--- src/rtl/ilwh_pkg.sv ---
`timescale 1ns / 1ps
`default_nettype none

package ilwh_pkg;

  // configuration register indexes
  localparam logic [1:0] CfgEntries = 2'd0;
  localparam logic [1:0] CfgSafety  = 2'd1;
  localparam logic [1:0] CfgHold    = 2'd2;

  // item kinds
  localparam logic KindLoad = 1'b0;
  localparam logic KindEval = 1'b1;

  typedef struct packed {
    logic               kind;
    logic [3:0]         entry_index;
    logic signed [31:0] calib_temp;
    logic signed [31:0] margin_up;
    logic signed [31:0] margin_down;
    logic signed [31:0] base_temp;
    logic signed [31:0] set_point;
  } in_item_t;

  typedef struct packed {
    logic signed [31:0] upper_limit;
    logic signed [31:0] lower_limit;
    logic               enable_out;
    logic [14:0]        hold_count;
  } out_item_t;

  // one calibration table row
  typedef struct packed {
    logic signed [31:0] calib;
    logic signed [31:0] up;
    logic signed [31:0] down;
  } entry_t;

  // operands of one interpolation step: num * dy / dx
  typedef struct packed {
    logic signed [32:0] num;
    logic signed [32:0] dy;
    logic signed [32:0] dx;
  } md_req_t;

  // saturate a 35-bit signed sum to 32 bits
  function automatic logic signed [31:0] sat32(input logic signed [34:0] v);
    logic signed [31:0] r;
    if (v > 35'sh0_7FFF_FFFF) begin
      r = 32'sh7FFF_FFFF;
    end else if (v < -35'sh0_8000_0000) begin
      r = 32'sh8000_0000;
    end else begin
      r = v[31:0];
    end
    return r;
  endfunction

endpackage

`default_nettype wire

--- src/rtl/ilwh_muldiv.sv ---
`timescale 1ns / 1ps
`default_nettype none

module ilwh_muldiv
  import ilwh_pkg::*;
(
  input  wire logic        clk_i,
  input  wire logic        rst_ni,
  input  wire logic        start_i,
  input  wire md_req_t     req_i,
  output logic             done_o,
  output logic [32:0]      quot_o,
  output logic             neg_o
);

  typedef enum logic [3:0] {
    MD_IDLE = 4'b0001,
    MD_MUL0 = 4'b0010,
    MD_MUL1 = 4'b0100,
    MD_DIV  = 4'b1000
  } md_state_e;

  md_state_e   state_q, state_d;
  logic [32:0] a_q, b_q, d_q;
  logic        neg_q;
  logic [65:0] prod_q;
  logic [32:0] rem_q, quo_q;
  logic [5:0]  cnt_q;
  logic        done_q;

  logic [49:0] pp_lo;
  logic [48:0] pp_hi;
  logic [65:0] prod_sum;
  logic [33:0] trial;
  logic        fits;

  // partial products of the two multiplier halves
  assign pp_lo = a_q * b_q[16:0];
  assign pp_hi = a_q * b_q[32:17];

  // upper partial product joins the lower one
  assign prod_sum = prod_q + {pp_hi, 17'd0};

  // one restoring divide step
  assign trial = {rem_q, quo_q[32]};
  assign fits  = (trial >= {1'b0, d_q});

  always_comb begin
    state_d = state_q;
    unique case (state_q)
      MD_IDLE: if (start_i) state_d = MD_MUL0;
      MD_MUL0: state_d = MD_MUL1;
      MD_MUL1: state_d = MD_DIV;
      MD_DIV:  if (cnt_q == 6'd32) state_d = MD_IDLE;
      default: state_d = MD_IDLE;
    endcase
  end

  always_ff @(posedge clk_i or negedge rst_ni) begin
    if (!rst_ni) begin
      state_q <= MD_IDLE;
      done_q  <= 1'b0;
      cnt_q   <= '0;
    end else begin
      state_q <= state_d;
      done_q  <= (state_q == MD_DIV) && (cnt_q == 6'd32);
      if (state_q == MD_MUL1) begin
        cnt_q <= '0;
      end else if (state_q == MD_DIV) begin
        cnt_q <= cnt_q + 6'd1;
      end
    end
  end

  // operand magnitudes, product and quotient
  always_ff @(posedge clk_i) begin
    unique case (state_q)
      MD_IDLE: begin
        a_q   <= req_i.num[32] ? 33'(-req_i.num) : req_i.num;
        b_q   <= req_i.dy[32]  ? 33'(-req_i.dy)  : req_i.dy;
        d_q   <= req_i.dx[32]  ? 33'(-req_i.dx)  : req_i.dx;
        neg_q <= req_i.num[32] ^ req_i.dy[32] ^ req_i.dx[32];
      end
      MD_MUL0: prod_q <= {16'd0, pp_lo};
      MD_MUL1: begin
        rem_q <= prod_sum[65:33];
        quo_q <= prod_sum[32:0];
      end
      MD_DIV: begin
        rem_q <= fits ? 33'(trial - {1'b0, d_q}) : trial[32:0];
        quo_q <= {quo_q[31:0], fits};
      end
      default: ;
    endcase
  end

  assign done_o = done_q;
  assign quot_o = quo_q;
  assign neg_o  = neg_q;

endmodule

`default_nettype wire

--- config.mk ---
export PLATFORM = sky130hd
export DESIGN_NAME = ilwh_muldiv
export DESIGN_NICKNAME = d
export VERILOG_FILES = /design/src/rtl/ilwh_pkg.sv /design/src/rtl/ilwh_muldiv.sv
export SDC_FILE = /design/constraint.sdc
export NUM_CORES = 2
export LEC_CHECK = 0
export BUFFER_PORTS_ARGS = -buffer_cell sky130_fd_sc_hd__buf_4
export CORE_ASPECT_RATIO = 1.4
export CORE_MARGIN = 4
export CORE_UTILIZATION = 45
export DETAILED_ROUTE_END_ITERATION = 8
export GPL_TIMING_DRIVEN = 0
export PLACE_DENSITY = 0.68
export SLEW_MARGIN = 20
export SYNTH_ARGS = -nofsm -noshare
export SYNTH_HDL_FRONTEND = slang
export SYNTH_SLANG_ARGS = --single-unit
--- constraint.sdc ---
create_clock -name clk_i -period 17.4 [get_ports clk_i]
set_clock_uncertainty 0.05 [all_clocks]
set_input_delay 2.61 -clock clk_i [delete_from_list [all_inputs] [get_ports clk_i]]
set_output_delay 2.61 -clock clk_i [all_outputs]
set_load 0.005 [all_outputs]
==> metrics <==
Sum Neg Setup Slack=0 ps; GR met2 Demand/Resource=slightly below 50%; CTS tree=done; CP Class=reg -> reg; Clock transition at path regs=approximately 60 ps; Total GRT Usage=28.3%; DRC Markers=0; I/O Buffers=134; first-pass GRT wire length=between 200,000 and 250,000 µm; Core ar.=approximately 0.11 mm²; Sink Count=227; Ports=approximately 140; Netlist cell types=slightly below 80; vias per cell=5.50; Post-synth ARST share=under 10%; fraction of layout cells with a size suffix above 1=between 4 and 5%; DR vias=~38,000; clock latency on the worst-skew pair=approximately 610 ps; count leader, synth=inv_1; gr ovfl total=0; WL final=roughly 160,000 µm; Max FO, Critical Path=11; Max-Slew Margin vs Limit=16.0%; GRT met1 Usage=between 30% and 40%; CTS Hold Bufs=0; Syn Area/Cell=between 8 and 9 µm²; CTS Buf Count=27; DRT iter0 DRCs=about 2,600; most used cell, CP=fa_1; ranking of synthesized cells by area=fa_1 (38%), edfxtp_1 (14%), ha_1 (8.4%); Routed Antenna Nets=0; EDFF count, synth=between 200 and 250; critical path's slowest cell=clkbuf_1; RSZ-0062 raised after global routing=false; synthesized area=0.0477 mm²; DR WL/cell=22.9 µm; GRT met3 Usage=4.83%; number of global-route vias before repair=about 40,000; CP peak stage delay=900 ps; Setup-failing EPs final=0; Hold Fails Final Rpt=0; worst hold margin=roughly 460 ps; CTS resizes=0; most common flop cell mapped by yosys=edfxtp_1; Die X-Extent=approximately 280 µm; Final period util=between 50% and 60%; top-area cell type share of the netlist area=37.7%; GR peak layer=met2; routability-driven placement congestion ratio=~1; Max Fclk=roughly 100 MHz; initial antenna violation count=4; initial core utilization=roughly 45%; Max-Cap Viols=0; H-tree depth=1; Post-DP HPWL=132,000 µm; final count of pins violating max slew=0; worst path required time=between 15,000 and 20,000 ps; synth warn=0; Worst setup SP type=register; Synth Instances=~5,300; Die Y=393 µm; post-synth top area cell=fa_1; DRT Pass-1 Iters=5; clk buf depth=3; largest net degree at the start of global routing=37; Post-CTS Setup Inserts=0; Critical Path AT=approximately 10,000 ps; die area=0.111 mm²; Seq/Total Area, Yosys=between 10% and 20%; Reg2Reg Setup Slack=roughly 7400 ps; Synth Register Bits=approximately 230; CP endpoint kind=register; Mapped Nets=roughly 6,600; clock root buffer=clkbuf_16; synthesis-to-layout area growth=7.92%; synth cell count leaders=inv_1 (1,027), nand2_1 (983), fa_1 (898); Final min period=9950 ps; status=finished, final reports clean; Worst Hold Class=reg -> reg; Worst-Margin Slew=1260 ps; Total Nets Final=roughly 6,800; # rows=between 100 and 150
==> state kept, by name (all words and copies together) (netlist names) <==
name	flops
a_q	33
done_o	1
cnt_q	6
d_q	33
neg_o	1
rem_q	33
state_q	4
quot_o	33
b_q	33
prod_q	50
==> path summary, 6_finish.rpt <==
check / startpoint / end / depth (start not counted)
max: a_q[7] / rem_q[32] / 31
min: prod_q[10] / quot_o[10] / 2
max reg2reg: a_q[7] / rem_q[32] / 31
min reg2reg: prod_q[10] / quot_o[10] / 2
max in group asynchronous: rst_ni / state_q[0] / 1
min in group asynchronous: rst_ni / cnt_q[2] / 1
==> cell type report <==
class / instances / area [µm²]
Timing Repair Buffer: 159 / 1160
Buffer: 257 / 967
Clock inverter: 17 / 179
Fill cell: 10200 / 54000
Sequential cell: 227 / 6760
Antenna cell: 4 / 10.0
Inverter: 1027 / 3850
Multi-Input combinational cell: 3795 / 36200
Clock buffer: 32 / 704
Tap cell: 1358 / 1700
==> placed cells by master (no fill, tap or decap), types with 39 or more instances in the layout <==
master,instances
a211oi_1,39
nand2_1,982
clkbuf_1,258
a21o_1,86
nor2_1,136
and2_1,326
edfxtp_1,216
xnor2_1,170
fa_1,898
buf_4,138
inv_1,1027
o21ai_0,123
ha_1,321
xor2_1,72
a21oi_1,170
==> per-stage QoR <==
step,worst slack [ps],util (%),cell area [µm²],instances
after floorplan,5320,-,47700,5306
after global placement,307,47.8,50400,6798
after detailed placement,7560,48.0,50600,6823
after CTS,7520,48.8,51500,6872
after global routing,6940,48.8,51500,6875
final,7450,48.8,51500,6876
==> worst max-delay path, delay by kind of cell, from the launching register on <==
family / cells / cell delay, ps
compound gates: 6 / 1090
flops: 1 / 590
xor+xnor: 1 / 170
fa+ha+maj: 8 / 3610
simple gates: 11 / 3170
buf+inv: 5 / 1120
==> routing by layer <==
layer	vias to the layer above	wire length, µm
li1	16800	-
met1	18900	57200
met2	1655	75500
met3	458	12600
met4	2	12100
met5	-	13
==> cell families (layout without fill, tap and decap cells) <==
group	Yosys count	in the layout	share of synthesized area, %
DFF	227	227	14.2
xor gates and xnor gates	243	243	4.46
and+or+nand+nor	1703	1703	16.5
buffers and inverters	1284	1492	10.1
adders and majority gates	1219	1219	46.1
other	0	4	0
AOI/OAI and AO/OA	625	625	8.56
muxes	5	5	0.110
Power is left out: the tool's default activity adds up to more than one toggle a clock period on the data nets, which glitch-free logic cannot reach.
